### src/design/psf_pkg.sv
// shared types and constants for the preamble strip framer
package psf_pkg;

	localparam int BYTE_W    = 8;
	localparam int PLEN_W    = 5;
	localparam int FLEN_W    = 16;
	localparam int PAT_W     = 64;
	localparam int CFG_IDX_W = 2;
	localparam int CFG_W     = 64;

	// startup fill counter saturates here
	localparam logic [PLEN_W-1:0] FILL_CAP = 5'd16;

	// value the window is cleared to
	localparam logic [BYTE_W-1:0] FILL_BYTE = 8'hFF;

	// reset values of the configuration registers
	localparam logic [PLEN_W-1:0] PLEN_RST = 5'd4;
	localparam logic [FLEN_W-1:0] FLEN_RST = 16'd64;

	// configuration register indexes
	localparam logic [CFG_IDX_W-1:0] REG_PREAMBLE_LEN = 2'd0;
	localparam logic [CFG_IDX_W-1:0] REG_FRAME_LEN    = 2'd1;
	localparam logic [CFG_IDX_W-1:0] REG_PATTERN_LOW  = 2'd2;
	localparam logic [CFG_IDX_W-1:0] REG_PATTERN_HIGH = 2'd3;

	typedef enum logic [1:0] {
		PH_FILL    = 2'd0,
		PH_SEARCH  = 2'd1,
		PH_PAYLOAD = 2'd2
	} phase_t;

	typedef struct packed {
		logic [BYTE_W-1:0] out_byte;
		logic              frame_end;
	} result_t;

endpackage

### src/design/psf_match.sv
// parallel compare of the sliding window against the configured preamble
module psf_match #(
	parameter int MAX_PREAMBLE = 16
) (
	input  logic [MAX_PREAMBLE-1:0][psf_pkg::BYTE_W-1:0] window,
	input  logic [psf_pkg::PAT_W-1:0]                    pattern_low,
	input  logic [psf_pkg::PAT_W-1:0]                    pattern_high,
	input  logic [psf_pkg::PLEN_W-1:0]                   plen,
	output logic                                         match
);
	import psf_pkg::*;

	logic [MAX_PREAMBLE-1:0] byte_ok;

	// one comparator per window byte, bytes past plen always pass
	for (genvar gi = 0; gi < MAX_PREAMBLE; gi++) begin : g_cmp
		logic [BYTE_W-1:0] pat_byte;
		if (gi < 8) begin : g_lo
			assign pat_byte = pattern_low[BYTE_W*gi +: BYTE_W];
		end else begin : g_hi
			assign pat_byte = pattern_high[BYTE_W*(gi-8) +: BYTE_W];
		end
		assign byte_ok[gi] = (PLEN_W'(gi) >= plen) || (window[gi] == pat_byte);
	end

	assign match = &byte_ok;

endmodule

### src/design/psf_out_reg.sv
// output register for result beats
module psf_out_reg (
	input  logic                        clk,
	input  logic                        arst_n,
	input  logic                        load,
	input  psf_pkg::result_t            result,
	output logic                        free,
	output logic                        m_axis_tvalid,
	input  logic                        m_axis_tready,
	output logic [psf_pkg::BYTE_W-1:0]  m_axis_tdata,  // out_byte
	output logic                        m_axis_tlast   // frame_end
);
	import psf_pkg::*;

	logic    valid_q;
	result_t data_q;

	// slot can take a beat when empty or draining this cycle
	assign free = !valid_q || m_axis_tready;

	// valid flag
	always_ff @(posedge clk or negedge arst_n) begin
		if (!arst_n) begin
			valid_q <= 1'b0;
		end else if (free) begin
			valid_q <= load;
		end
	end

	// payload
	always_ff @(posedge clk) begin
		if (free && load) begin
			data_q <= result;
		end
	end

	assign m_axis_tvalid = valid_q;
	assign m_axis_tdata  = data_q.out_byte;
	assign m_axis_tlast  = data_q.frame_end;

endmodule

### src/design/preamble_strip_framer_top.sv
// preamble strip framer: window correlator, frame sync and payload output
// a result passes through the input stage and the output register before it is on m_axis
// one byte per cycle unless m_axis stalls, set by the single input stage and output register
// the state update for a byte is combinational between these two registers
// reset: arst_n clears all control state, window to 0xFF, startup fill mode
// reset config: preamble_len 4, frame_len 64, both pattern words 0
module preamble_strip_framer_top #(
	parameter int MAX_PREAMBLE = 16
) (
	input  logic                           clk,
	input  logic                           arst_n,
	input  logic                           cfg_we,
	input  logic [psf_pkg::CFG_IDX_W-1:0]  cfg_index,
	input  logic [psf_pkg::CFG_W-1:0]      cfg_data,
	input  logic                           s_axis_tvalid,
	output logic                           s_axis_tready,
	input  logic [psf_pkg::BYTE_W-1:0]     s_axis_tdata,   // data_byte
	output logic                           m_axis_tvalid,
	input  logic                           m_axis_tready,
	output logic [psf_pkg::BYTE_W-1:0]     m_axis_tdata,   // out_byte
	output logic                           m_axis_tlast    // frame_end
);
	import psf_pkg::*;

	localparam int WIN_IDX_W = (MAX_PREAMBLE > 1) ? $clog2(MAX_PREAMBLE) : 1;

	// configuration registers
	logic [PLEN_W-1:0] preamble_len_q;
	logic [FLEN_W-1:0] frame_len_q;
	logic [PAT_W-1:0]  pattern_low_q;
	logic [PAT_W-1:0]  pattern_high_q;

	// input stage
	logic              valid_s1;
	logic [BYTE_W-1:0] byte_s1;

	// framer state
	logic [MAX_PREAMBLE-1:0][BYTE_W-1:0] window_q, window_d, window_up;
	phase_t            phase_q, phase_d;
	logic [PLEN_W-1:0] fill_count_q, fill_count_d, fill_inc;
	logic [FLEN_W-1:0] payload_count_q, payload_count_d;

	logic              out_free, adv, match, produce;
	logic [PLEN_W-1:0] plen;
	logic [FLEN_W-1:0] pay_len, pc_base;
	logic [FLEN_W:0]   cnt;
	logic              last;
	result_t           result;

	// config writes
	always_ff @(posedge clk or negedge arst_n) begin
		if (!arst_n) begin
			preamble_len_q <= PLEN_RST;
			frame_len_q    <= FLEN_RST;
			pattern_low_q  <= '0;
			pattern_high_q <= '0;
		end else if (cfg_we) begin
			case (cfg_index)
				REG_PREAMBLE_LEN: preamble_len_q <= cfg_data[PLEN_W-1:0];
				REG_FRAME_LEN:    frame_len_q    <= cfg_data[FLEN_W-1:0];
				REG_PATTERN_LOW:  pattern_low_q  <= cfg_data[PAT_W-1:0];
				REG_PATTERN_HIGH: pattern_high_q <= cfg_data[PAT_W-1:0];
				default: ;
			endcase
		end
	end

	// effective preamble length, clamped to 1..MAX_PREAMBLE
	always_comb begin
		if (preamble_len_q == '0) begin
			plen = PLEN_W'(1);
		end else if (preamble_len_q > PLEN_W'(MAX_PREAMBLE)) begin
			plen = PLEN_W'(MAX_PREAMBLE);
		end else begin
			plen = preamble_len_q;
		end
	end

	// payload length, short frames give one byte
	assign pay_len = (frame_len_q > FLEN_W'(plen)) ? (frame_len_q - FLEN_W'(plen))
	                                               : FLEN_W'(1);

	// handshake: input stage advances when the output slot is free
	assign adv           = valid_s1 && out_free;
	assign s_axis_tready = !valid_s1 || adv;

	always_ff @(posedge clk or negedge arst_n) begin
		if (!arst_n) begin
			valid_s1 <= 1'b0;
		end else if (s_axis_tready) begin
			valid_s1 <= s_axis_tvalid;
		end
	end

	always_ff @(posedge clk) begin
		if (s_axis_tvalid && s_axis_tready) begin
			byte_s1 <= s_axis_tdata;
		end
	end

	psf_match #(
		.MAX_PREAMBLE(MAX_PREAMBLE)
	) u_match (
		.window      (window_q),
		.pattern_low (pattern_low_q),
		.pattern_high(pattern_high_q),
		.plen        (plen),
		.match       (match)
	);

	// window shifted down by one, new byte at the top
	for (genvar gi = 0; gi < MAX_PREAMBLE; gi++) begin : g_up
		if (gi < MAX_PREAMBLE - 1) begin : g_mid
			assign window_up[gi] = window_q[gi+1];
		end else begin : g_top
			assign window_up[gi] = byte_s1;
		end
	end

	// payload counter compare, starts from zero when a match opens the frame
	assign pc_base  = (phase_q == PH_PAYLOAD) ? payload_count_q : '0;
	assign cnt      = {1'b0, pc_base} + (FLEN_W+1)'(1);
	assign last     = cnt >= {1'b0, pay_len};
	assign fill_inc = (fill_count_q < FILL_CAP) ? (fill_count_q + PLEN_W'(1)) : fill_count_q;

	// byte produces a result in payload mode or on a window match
	always_comb begin
		case (phase_q)
			PH_FILL:    produce = 1'b0;
			PH_PAYLOAD: produce = 1'b1;
			default:    produce = match;
		endcase
	end

	// next phase
	always_comb begin
		phase_d = phase_q;
		case (phase_q)
			PH_FILL: begin
				if (fill_inc >= plen) begin
					phase_d = PH_SEARCH;
				end
			end
			default: begin
				if (produce) begin
					phase_d = last ? PH_SEARCH : PH_PAYLOAD;
				end else begin
					phase_d = PH_SEARCH;
				end
			end
		endcase
	end

	// window and counter updates
	always_comb begin
		window_d        = window_q;
		fill_count_d    = fill_count_q;
		payload_count_d = payload_count_q;
		case (phase_q)
			PH_FILL: begin
				window_d[fill_count_q[WIN_IDX_W-1:0]] = byte_s1;
				fill_count_d = fill_inc;
			end
			default: begin
				if (produce) begin
					if (last) begin
						payload_count_d = '0;
						window_d        = {MAX_PREAMBLE{FILL_BYTE}};
					end else begin
						payload_count_d = cnt[FLEN_W-1:0];
					end
				end else begin
					for (int i = 0; i < MAX_PREAMBLE; i++) begin
						if (PLEN_W'(i) + PLEN_W'(1) < plen) begin
							window_d[i] = window_up[i];
						end else if (PLEN_W'(i) == plen - PLEN_W'(1)) begin
							window_d[i] = byte_s1;
						end
					end
				end
			end
		endcase
	end

	// state registers
	always_ff @(posedge clk or negedge arst_n) begin
		if (!arst_n) begin
			window_q        <= {MAX_PREAMBLE{FILL_BYTE}};
			phase_q         <= PH_FILL;
			fill_count_q    <= '0;
			payload_count_q <= '0;
		end else if (adv) begin
			window_q        <= window_d;
			phase_q         <= phase_d;
			fill_count_q    <= fill_count_d;
			payload_count_q <= payload_count_d;
		end
	end

	assign result.out_byte  = byte_s1;
	assign result.frame_end = last;

	psf_out_reg u_out (
		.clk          (clk),
		.arst_n       (arst_n),
		.load         (adv && produce),
		.result       (result),
		.free         (out_free),
		.m_axis_tvalid(m_axis_tvalid),
		.m_axis_tready(m_axis_tready),
		.m_axis_tdata (m_axis_tdata),
		.m_axis_tlast (m_axis_tlast)
	);

`ifndef SYNTHESIS
	// a frame end returns to search with a cleared window
	a_end_clears: assert property (@(posedge clk) disable iff (!arst_n)
		(adv && produce && last) |=> (phase_q == PH_SEARCH && window_q[0] == FILL_BYTE))
		else $error("frame end did not clear window");

	// no result during startup fill
	a_fill_quiet: assert property (@(posedge clk) disable iff (!arst_n)
		(adv && phase_q == PH_FILL) |=> !(m_axis_tvalid && !$past(m_axis_tvalid)))
		else $error("result produced during startup fill");

	// inside a frame at least one payload byte has been produced
	a_payload_cnt: assert property (@(posedge clk) disable iff (!arst_n)
		(phase_q == PH_PAYLOAD) |-> (payload_count_q != '0))
		else $error("payload phase with zero count");
`endif

endmodule

### config.mk
export PLATFORM = sky130hd
export DESIGN_NAME = preamble_strip_framer_top
export DESIGN_NICKNAME = d
export VERILOG_FILES = /design/src/design/psf_pkg.sv /design/src/design/psf_match.sv /design/src/design/psf_out_reg.sv /design/src/design/preamble_strip_framer_top.sv
export SDC_FILE = /design/constraint.sdc
export NUM_CORES = 1
export LEC_CHECK = 0
export BUFFER_PORTS_ARGS = -buffer_cell sky130_fd_sc_hd__buf_2
export CORE_MARGIN = 3
export CORE_UTILIZATION = 45
export CTS_BUF_LIST = sky130_fd_sc_hd__clkbuf_4 sky130_fd_sc_hd__clkbuf_8
export DETAILED_ROUTE_END_ITERATION = 16
export PLACE_DENSITY_LB_ADDON = 0.2
export SLEW_MARGIN = 20
export SYNTH_ARGS = -nofsm -noshare
export SYNTH_HDL_FRONTEND = slang
export SYNTH_SLANG_ARGS = --single-unit
### constraint.sdc
create_clock -name clk -period 9.25 [get_ports clk]
set_clock_uncertainty 0.1 [all_clocks]
set_input_delay 1.85 -clock clk [delete_from_list [all_inputs] [get_ports clk]]
set_output_delay 1.85 -clock clk [all_outputs]
set_load 0.03 [all_outputs]
==> summary.txt, run 1 <==
Power
  • Net switching power: 1675 uW
  • Sw Share: 31.75%
  • Pwr Total: 5275 uW
  • Logic pwr share: 25.3%
  • Sequential Power Share: 46.9%
  • Clk network pwr share: 27.8%
  • Worst VDD drop: 0.1484 mV
  • Int Pwr: 3600 uW
  • Pwr per Cell Area: 277.5 nW/um^2
  • P_leak: 0.007947 uW

STA
  • Unrepaired setup endpoints after global routing: false
  • Max-slew headroom at the worst pin: 27.49%
  • Setup TNS: 0 ns
  • Fmax: 0.1509 GHz
  • WHS: 0.4060 ns
  • Slew at the pin closest to its max-slew limit: 1.085 ns
  • Final setup fails: 0
  • Setup WS post-layout: 2.623 ns
  • Fin. Hold Viols: 0
  • Post-route clock period utilization: 71.64%
  • Period minus WS final: 6.627 ns
  • Max-slew violations: 0

Setup path
  • Buf/Inv on CP: 1
  • Register-to-Register Path Depth: 24
  • Worst-path cell chain: or2_1, or3_1, mux2i_1, ha_1, nor2b_1, o21ai_0, a21boi_0, o21ai_0, nand2_1, or4_1, nor3_1, xor2_1, nand2_1, ha_1, nand2_1, nor2_1, a211oi_1, a21oi_1, o21ai_0, and2_1, inv_1, o21ai_4, a211o_1, mux2_1
  • Crit-path leading delay family: compound AO/OA/AOI/OAI gates
  • CP required: 9.70 ns
  • CP Launch Type: flop
  • CP Max Fanout: 15
  • Crit. End Element: flop
  • Crit path from: preamble_len_q[4]
  • Crit Path Category: reg -> reg
  • Crit path DAT: 7.08 ns
  • Max incr delay on CP: 0.80 ns
  • R2R setup slack: 2.62 ns
  • Worst path slowest cell: o21ai_4
  • FF-to-FF Start: preamble_len_q[4]
  • R2R Path End: window_q[16]

Global route
  • Pin count of the biggest net entering global routing: 163
  • Vias in the first global route: 11980
  • Antenna violations before repair: 0
  • Total track usage: 22.90%
  • Global-route wire length before repair: 70220 microns
  • GRT overflow: 0

Placed design
  • Port buffer count: 89
  • Global placer's final weighted congestion: 0.9088
  • Placement-stage cell area: 17690 sq um
  • Worst slack at placement: 2.584 ns
  • DP Wirelength: 31720 microns

Finish
  • Fillcell total: 3256
  • NumNets Final: 1586
  • N_diodes: 0
  • Most common cell after layout, fill and taps aside: mux2_2
  • Multi-input logic area: 8283 sq um
  • Register Area: 8230 sq um
  • Layout cells sized above 1: 38.11%
  • Most frequent cells in the layout: 227 x mux2_2, 172 x dfrtp_1, 130 x dfstp_2
  • Design Area, Final: 19010 sq um
  • Syn-to-layout area delta: 12.66%

Run status
  • Status: finished clean

Floorplan
  • Die Ht: 199.6 microns
  • Io pins: 90
  • Core footprint: 36790 sq um
  • Die X: 199.6 microns
  • Die area: 39860 sq um
  • Row cnt: 70
  • Starting Density: 45.87%

CTS
  • Resize count post-CTS: 0
  • H-tree levels: 2
  • Clock latency on the worst-skew pair: 0.65 ns
  • Clk root buf: clkbuf_8
  • Clock sinks: 319
  • Clock slew at reported path FFs: 0.07 ns
  • CTS tree: built
  • TritonCTS Buffers: 55
  • Setup Fix Bufs, Post-CTS: 0
  • Clock Tree Buf Depth: 3
  • Post-CTS Hold Fix Bufs: 0

Min path
  • Min-delay worst type: reg -> reg
  • Hold Crit Depth: 1
  • Endpoint, Worst Hold: frame_len_q[0]
  • HP Start: frame_len_q[0]

Synthesis
  • Largest family of logic cells by synthesized area: multiplexers
  • Top cell type's share of synthesized area: 25.51%
  • Number of synthesized flops with an enable pin: 17
  • FF+latch count, synth: 319
  • Distinct cell type count after synthesis: 63
  • Post-synthesis sequential area ratio: 48.78%
  • Mux contribution to synthesized area: 17.95%
  • Mean area per synthesized cell: 12.10 sq um
  • Synth Area in Simple Gates: 8.386%
  • Ys async rst share: 94.67%
  • Largest cells by area after synthesis: dfrtp_1 26%, dfstp_2 20%, mux2_2 15%
  • Post-Synth XOR/XNOR Area: 8.097%
  • YS warnings: 0
  • Compound-cell area share of the yosys netlist: 12.01%
  • Mapped Nets: 1506
  • Synth Flop Type: dfrtp_1
  • Syn Inst Count: 1395
  • Post-Synth Adder-Cell Area: 2.417%
  • Yosys top cell by area: dfrtp_1
  • Synthesized cell area: 16870 sq um

Run
  • Number of max-cap violations: 0

Detailed routing
  • Post-DRT Antenna Nets: 0
  • DRC: 0
  • Detailed Routing Iterations Pass 1: 5
  • Final WL: 45130 microns
  • Drt wl/cell: 22.68 microns
  • Vias per cell: 5.834
  • Via count: 11610
  • Drt first-iter violations: 915
==> power by group through the flow <==
stage          sequential, uW  clock, uW  combinational, uW
6_report                 2470       1470               1340
5_1_grt                  2520       1570               1480
4_1_cts                  2470       1500               1340
3_5_place_dp             2490          0               1330
3_3_place_gp             2480          0               1300
2_1_floorplan            2250          0               1090
==> worst register-to-register path: cells and delay by family, from the launching register on <==
kind | cells | cell delay, ns
buffers and inverters | 1 | 0.11
AOI/OAI and AO/OA | 8 | 2.37
and+or+nand+nor | 10 | 2.05
adders and majority gates | 2 | 0.56
muxes | 2 | 0.64
xor gates and xnor gates | 1 | 0.19
DFF | 1 | 0.54
==> Yosys cell counts, drive strengths merged (3+ instances only) <==
master / instances
a211oi: 8
o21ai: 26
o21a: 3
buf: 21
mux2: 261
or3: 8
dfrtp: 172
nor3: 17
a221o: 104
a22o: 16
nor4: 30
xnor2: 38
ha: 31
mux2i: 9
nand2: 90
nand2b: 9
nand3b: 4
a21oi: 42
a21o: 3
xor2: 118
nand4: 12
o211ai: 10
nor2: 66
dfstp: 130
inv: 20
edfxtp: 17
clkbuf: 52
nor2b: 5
a221oi: 9
and2: 5
nand3: 32
==> logic make-up after synthesis <==
logic type,after synthesis
AO/OA/AOI/OAI,237
XOR/XNOR,156
adder cells (fa/ha/maj),32
buffers and inverters,95
flip-flops,319
multiplexers,270
AND/OR/NAND/NOR,286
==> metal layers <==
metal | GRT usage (%) | wire, microns | vias to the layer above
li1 | - | - | 5354
met1 | 31.82 | 20530 | 5869
met2 | 36.78 | 21160 | 309
met3 | 3.929 | 2342 | 78
met4 | 7.366 | 1092 | 0
met5 | 0 | 0 | -
==> metrics by stage <==
| step | util, % | std cells |
|---|---|---|
| 4_1_cts | 51.64 | 1989 |
| 3_5_place_dp | 48.09 | 1885 |
| 3_3_place_gp | 48.09 | 1885 |
| 6_report | 51.68 | 1990 |
| 5_1_grt | 51.68 | 1990 |
| 2_1_floorplan | - | 1395 |
==> sequential cells by signal (all words and copies together), names as in the netlist, 2 cells and up <==
| register | cells |
|---|---|
| u_out.m_axis_tdata | 8 |
| fill_count_q | 5 |
| byte_s1 | 8 |
| window_q | 128 |
| payload_count_q | 16 |
| preamble_len_q | 5 |
| pattern_low_q | 64 |
| phase_q | 2 |
| pattern_high_q | 64 |
| frame_len_q | 16 |
==> layout make-up <==
| class | instances | area share (%) |
|---|---|---|
| Multi-Input combinational cell | 981 | 43.57 |
| Tap cell | 468 | 3.080 |
| Clock inverter | 8 | 0.4147 |
| Timing Repair Buffer | 96 | 2.745 |
| Clock buffer | 96 | 6.457 |
| Inverter | 22 | 0.4344 |
| Sequential cell | 319 | 43.30 |
==> how the worst max path moves through the flow <==
stage	endpoint	slack, ns	cells past startpoint
after CTS	window_q[16]	2.51	22
final	window_q[16]	2.62	24
after detailed placement	window_q[16]	2.58	22
after global placement	window_q[105]	2.82	22
after floorplan	window_q[104]	3.92	25
after global routing	window_q[23]	2.13	24
(Power assumes the default switching activity.)
==> inputs of run 2 (changes only) <==
==> constraint.sdc (replaced) <==
create_clock -name clk -period 5.5 [get_ports clk]
set_clock_uncertainty 0.1 [all_clocks]
set_input_delay 1.1 -clock clk [delete_from_list [all_inputs] [get_ports clk]]
set_output_delay 1.1 -clock clk [all_outputs]
set_load 0.03 [all_outputs]
==> run 2 against run 1 <==
Effect of this change: power rose by 68%; sequential power rose by 68%; highest routed layer unchanged; final area rose by 2.1%; sequential cell count did not move; maximum frequency rose by 27%.
==> summary.txt, run 2 (synthesis results as in run 1) <==
Run status
  • Status: finished clean

CTS
  • Clk root buf: clkbuf_8
  • Clock Tree Buf Depth: 3
  • Clock slew at reported path FFs: 0.06 ns
  • H-tree levels: 2
  • Clock latency on the worst-skew pair: 0.62 ns
  • Post-CTS Hold Fix Bufs: 0
  • Clock sinks: 319
  • CTS tree: built
  • TritonCTS Buffers: 56

Power
  • P_leak: 0.008170 uW
  • Worst VDD drop: 0.2459 mV
  • Pwr per Cell Area: 456.4 nW/um^2

Detailed routing
  • Post-DRT Antenna Nets: 0
  • Drt first-iter violations: 752
  • Detailed Routing Iterations Pass 1: 5
  • Final WL: 45850 microns
  • DRC: 0
  • Drt wl/cell: 22.62 microns
  • Via count: 11860
  • Vias per cell: 5.853

STA
  • Max-slew headroom at the worst pin: 22.07%
  • Final setup fails: 0
  • Slew at the pin closest to its max-slew limit: 1.169 ns
  • Max-slew violations: 0
  • Unrepaired setup endpoints after global routing: false
  • Setup WS post-layout: 0.2842 ns
  • WHS: 0.4010 ns
  • Fmax: 0.1917 GHz
  • Fin. Hold Viols: 0
  • Period minus WS final: 5.216 ns
  • Post-route clock period utilization: 94.83%
  • Setup TNS: 0 ns

Setup path
  • Crit. End Element: flop
  • Worst path slowest cell: dfrtp_1
  • Max incr delay on CP: 0.37 ns
  • Buf/Inv on CP: 4
  • Crit path DAT: 5.65 ns
  • Crit Path Category: reg -> reg
  • Crit-path leading delay family: simple AND/OR/NAND/NOR gates
  • CP required: 5.93 ns
  • CP Max Fanout: 8
  • CP Launch Type: flop

Placed design
  • Port buffer count: 89
  • Global placer's final weighted congestion: 0.8570
  • Worst slack at placement: 0.008269 ns
  • DP Wirelength: 31440 microns
  • Placement-stage cell area: 17890 sq um

Finish
  • N_diodes: 0
  • Top reg by flops: window_q
  • Core Util, Final: 52.78%
  • Layout cells sized above 1: 40.03%
  • Top flop regs: window_q (128), pattern_high_q (64), pattern_low_q (64)
  • Syn-to-layout area delta: 15.06%
  • NumNets Final: 1624
  • Most common cell after layout, fill and taps aside: mux2_2
  • Most frequent cells in the layout: 227 x mux2_2, 172 x dfrtp_1, 130 x dfstp_2
  • Design Area, Final: 19410 sq um
  • Max FFs per register: 128

Global route
  • Total track usage: 23.13%
  • Pin count of the biggest net entering global routing: 123
  • GRT overflow: 0
  • Global-route wire length before repair: 71310 microns
  • Vias in the first global route: 12100
  • Antenna violations before repair: 0

Min path
  • Min-delay worst type: reg -> reg

Floorplan
  • Die area: 39860 sq um
  • Row cnt: 70
  • Die X: 199.6 microns
  • Starting Density: 45.87%
  • Die Ht: 199.6 microns
  • Core footprint: 36790 sq um
  • Io pins: 90

Run
  • Number of max-cap violations: 0
[run 2: cell count changes in the layout (fill, tap and decap cells not counted), moves of 2 or more]
cell	delta
o21ai_0	-4
buf_6	+2
a21boi_0	-2
nor2_2	-2
clkbuf_8	-6
o21ai_1	+4
a21boi_1	+2
inv_6	-2
buf_4	+25
buf_12	+9
clkinv_2	+7
[run 2: what timing repair did]
| action | 4_1_cts | 5_1_grt |
|---|---|---|
| cloned | 0 | 1 |
| pin swaps | 0 | 14 |
| hold endpoints to repair | 0 | 0 |
| buffers inserted | 0 | 12 |
| setup endpoints to repair | 8 | 129 |
| resized for setup | 1 | 17 |
[run 2: metrics by stage]
stage / std cells / total power (uW)
floorplan: 1395 / 5618
global placement: 1909 / 6366
detailed placement: 1909 / 6432
CTS: 2013 / 8863
global route: 2027 / 9349
finish: 2027 / 8860
[run 2: worst reg2reg max path: cells and delay by family, from the launching register on]
family	cells	cell delay, ns
AO/OA/AOI/OAI	8	1.25
multiplexers	2	0.53
buffers and inverters	4	0.56
XOR/XNOR	1	0.15
flip-flops	1	0.37
AND/OR/NAND/NOR	9	1.46
adder cells (fa/ha/maj)	3	0.73
[run 2: layout make-up]
class	count	area, sq um
clock buffer	91	1152
clock inverter	13	93.84
fill	3220	17370
inverter	22	82.58
multi-input combinational	981	8310
sequential	319	8230
tap	468	585.6
timing repair buffer	133	959.7
[run 2: where the power goes]
group	total [uW]	leakage, uW	switching, uW	internal (uW)
Combinational	2330	0.00390	1020	1310
Sequential	4150	0.00360	786	3360
Clock	2380	0.000674	1010	1370
[run 2: final timing paths]
path,startpoint,end,slack (ns),cells past startpoint
setup / recovery,preamble_len_q[4],window_q[23],0.28,27
hold / removal,window_q[123],window_q[123],0.40,2
setup reg to reg,preamble_len_q[4],window_q[23],0.28,27
hold reg to reg,window_q[123],window_q[123],0.40,2
max in group asynchronous,arst_n,pattern_high_q[59],3.69,2
min in group asynchronous,arst_n,payload_count_q[11],0.44,1
[run 2: metal layers]
layer	global-route usage (%)	part of all wire [%]	vias to the layer above
met5	0	0	-
met4	7.676	2.8	0
met3	3.659	5.6	79
met2	36.93	47	330
met1	32.41	45	6022
li1	-	-	5433
==> inputs of run 3 (changes only) <==
--- a/config.mk
+++ b/config.mk
@@ -11,6 +11,7 @@
 export CTS_BUF_LIST = sky130_fd_sc_hd__clkbuf_4 sky130_fd_sc_hd__clkbuf_8
 export DETAILED_ROUTE_END_ITERATION = 16
 export PLACE_DENSITY_LB_ADDON = 0.2
+export REMOVE_ABC_BUFFERS = 1
 export SLEW_MARGIN = 20
 export SYNTH_ARGS = -nofsm -noshare
 export SYNTH_HDL_FRONTEND = slang
==> run 3 against run 2 <==
Effect of this change: global-route usage increased by 0.17 points; clock-buffer cell count increased by 9; final cell count increased by 0.94%; wire length increased by 1.6%; critical path type unchanged; largest power group unchanged; highest routed layer unchanged.
==> summary.txt, run 3 (synthesis results as in run 1) <==
Run status
  • Status: finished clean

CTS
  • Clock sinks: 319
  • Clock slew at reported path FFs: 0.06 ns
  • CTS tree: built
  • H-tree levels: 2
  • Clock Tree Buf Depth: 3
  • Clock latency on the worst-skew pair: 0.63 ns
  • Clk root buf: clkbuf_8
  • TritonCTS Buffers: 56

Placed design
  • Port buffer count: 89
  • Worst slack at placement: -0.08891 ns
  • Placement-stage cell area: 17970 sq um
  • Global placer's final weighted congestion: 0.8476
  • DP Wirelength: 31670 microns

Floorplan
  • Die area: 39860 sq um
  • Starting Density: 45.87%
  • Io pins: 90
  • Core footprint: 36790 sq um
  • Die Ht: 199.6 microns
  • Die X: 199.6 microns
  • Row cnt: 70

Global route
  • Vias in the first global route: 12150
  • Pin count of the biggest net entering global routing: 118
  • GRT overflow: 0
  • Total track usage: 23.30%
  • Global-route wire length before repair: 71460 microns
  • Antenna violations before repair: 0

STA
  • Max-slew violations: 0
  • Setup WS post-layout: 0.2895 ns
  • Max-slew headroom at the worst pin: 25.86%
  • Final setup fails: 0
  • Fmax: 0.1919 GHz
  • Period minus WS final: 5.210 ns
  • Post-route clock period utilization: 94.74%
  • Fin. Hold Viols: 0
  • Slew at the pin closest to its max-slew limit: 1.112 ns

Power
  • P_leak: 0.008281 uW
  • Sequential Power Share: 45.3%
  • Clk network pwr share: 27.8%
  • Logic pwr share: 26.8%
  • Sw Share: 31.37%
  • Net switching power: 2829 uW
  • Int Pwr: 6189 uW
  • Pwr per Cell Area: 459.4 nW/um^2
  • Worst VDD drop: 0.2201 mV

Detailed routing
  • Via count: 12100
  • Final WL: 46600 microns
  • DRC: 0
  • Post-DRT Antenna Nets: 0
  • Drt first-iter violations: 915
  • Routed wl met2: 21520 microns
  • DRT met1 WL: 21220 microns
  • Max layer used: met4
  • Vias per cell: 5.916
  • Detailed Routing Iterations Pass 1: 6
  • Met3 WL post-DR: 2680 microns
  • Drt wl/cell: 22.77 microns

Setup path
  • Crit path DAT: 5.66 ns
  • Crit Path Category: reg -> reg
  • CP required: 5.95 ns
  • CP Max Fanout: 8
  • CP Launch Type: flop
  • Register-to-Register Path Depth: 26
  • Crit. End Element: flop

Finish
  • Layout cells sized above 1: 41.19%
  • Most common cell after layout, fill and taps aside: mux2_2
  • Top flop regs: window_q (128), pattern_high_q (64), pattern_low_q (64)
  • NumNets Final: 1641
  • Design Area, Final: 19630 sq um
  • Max FFs per register: 128
  • Top reg by flops: window_q
  • N_diodes: 0
  • Most frequent cells in the layout: 227 x mux2_2, 172 x dfrtp_1, 130 x dfstp_2
  • Syn-to-layout area delta: 16.34%

Min path
  • Hold Crit Depth: 0
  • Min-delay worst type: reg -> reg

Run
  • Number of max-cap violations: 0
## run 3: cell count changes in the layout (fill, tap and decap cells not counted), moves of 2 or more
cell,change
clkbuf_8,+4
o21ai_0,+2
a211oi_2,+2
clkinv_2,-9
buf_12,+2
buf_4,+18
a211oi_1,-2
nor2_2,+2
clkbuf_4,+5
o21ai_1,-2
## run 3: per-layer routing
metal	track usage, %	up-vias
met5	0	-
met4	7.961	0
met3	3.912	70
met2	36.70	382
met1	32.82	6190
li1	-	5462
## run 3: final timing paths
kind                                         endpoint         startpoint  slack (ns)
worst max-delay path                     window_q[51]  preamble_len_q[4]        0.29
worst min-delay path            u_out.m_axis_tdata[1]         byte_s1[1]        0.36
worst max register to register           window_q[51]  preamble_len_q[4]        0.29
worst min register to register  u_out.m_axis_tdata[1]         byte_s1[1]        0.36
max in group asynchronous               window_q[101]             arst_n        3.64
min in group asynchronous          payload_count_q[9]             arst_n        0.47
## run 3: final cells by class
class | count | area (sq um)
clock buffer | 100 | 1245
clock inverter | 6 | 82.58
fill | 3190 | 17150
inverter | 22 | 82.58
multi-input combinational | 981 | 8334
sequential | 319 | 8230
tap | 468 | 585.6
timing repair buffer | 150 | 1071
## run 3: what timing repair did
item	4_1_cts	5_1_grt
gates resized for setup	3	18
hold buffers	0	0
setup endpoints to repair	96	120
pin swaps	1	15
hold endpoints to repair	0	0
buffers inserted	0	18
## run 3: per-stage QoR
stage	util (%)	hold WS, ns	power (uW)	setup TNS, ns	cells
floorplan	-	0.3730	5603	-161.37	1322
global placement	48.84	0.3491	6373	0	1922
detailed placement	48.85	0.3367	6447	-1.876	1922
CTS	52.48	0.3636	9001	0	2028
global route	53.37	0.3843	9495	-0.08815	2046
finish	53.37	0.3593	9018	0	2046
## run 3: power groups by stage
stage               registers (uW)  logic, uW  clock network (uW)
finish                        4090       2420                2510
global placement              4110       2270                   0
global route                  4160       2650                2680
detailed placement            4110       2330                   0
CTS                           4080       2350                2570
floorplan                     3810       1790                   0
## run 3: critical path, cell delays in order, from the launching register on
cell      delay [ns]
dfrtp_1         0.38
or2_1           0.24
or3_1           0.34
mux2i_2         0.20
ha_2            0.22
nor2b_1         0.05
o21ai_1         0.16
a21boi_1        0.11
o21ai_1         0.18
nand2_1         0.09
or4_1           0.45
nor3_2          0.14
xor2_1          0.18
nand2_1         0.08
ha_1            0.28
and4_4          0.23
o41ai_2         0.07
a21oi_1         0.15
o21ai_0         0.10
and2_4          0.18
inv_2           0.08
o21ai_4         0.07
buf_4           0.17
buf_4           0.15
a221oi_4        0.23
buf_12          0.16
mux2_2          0.33
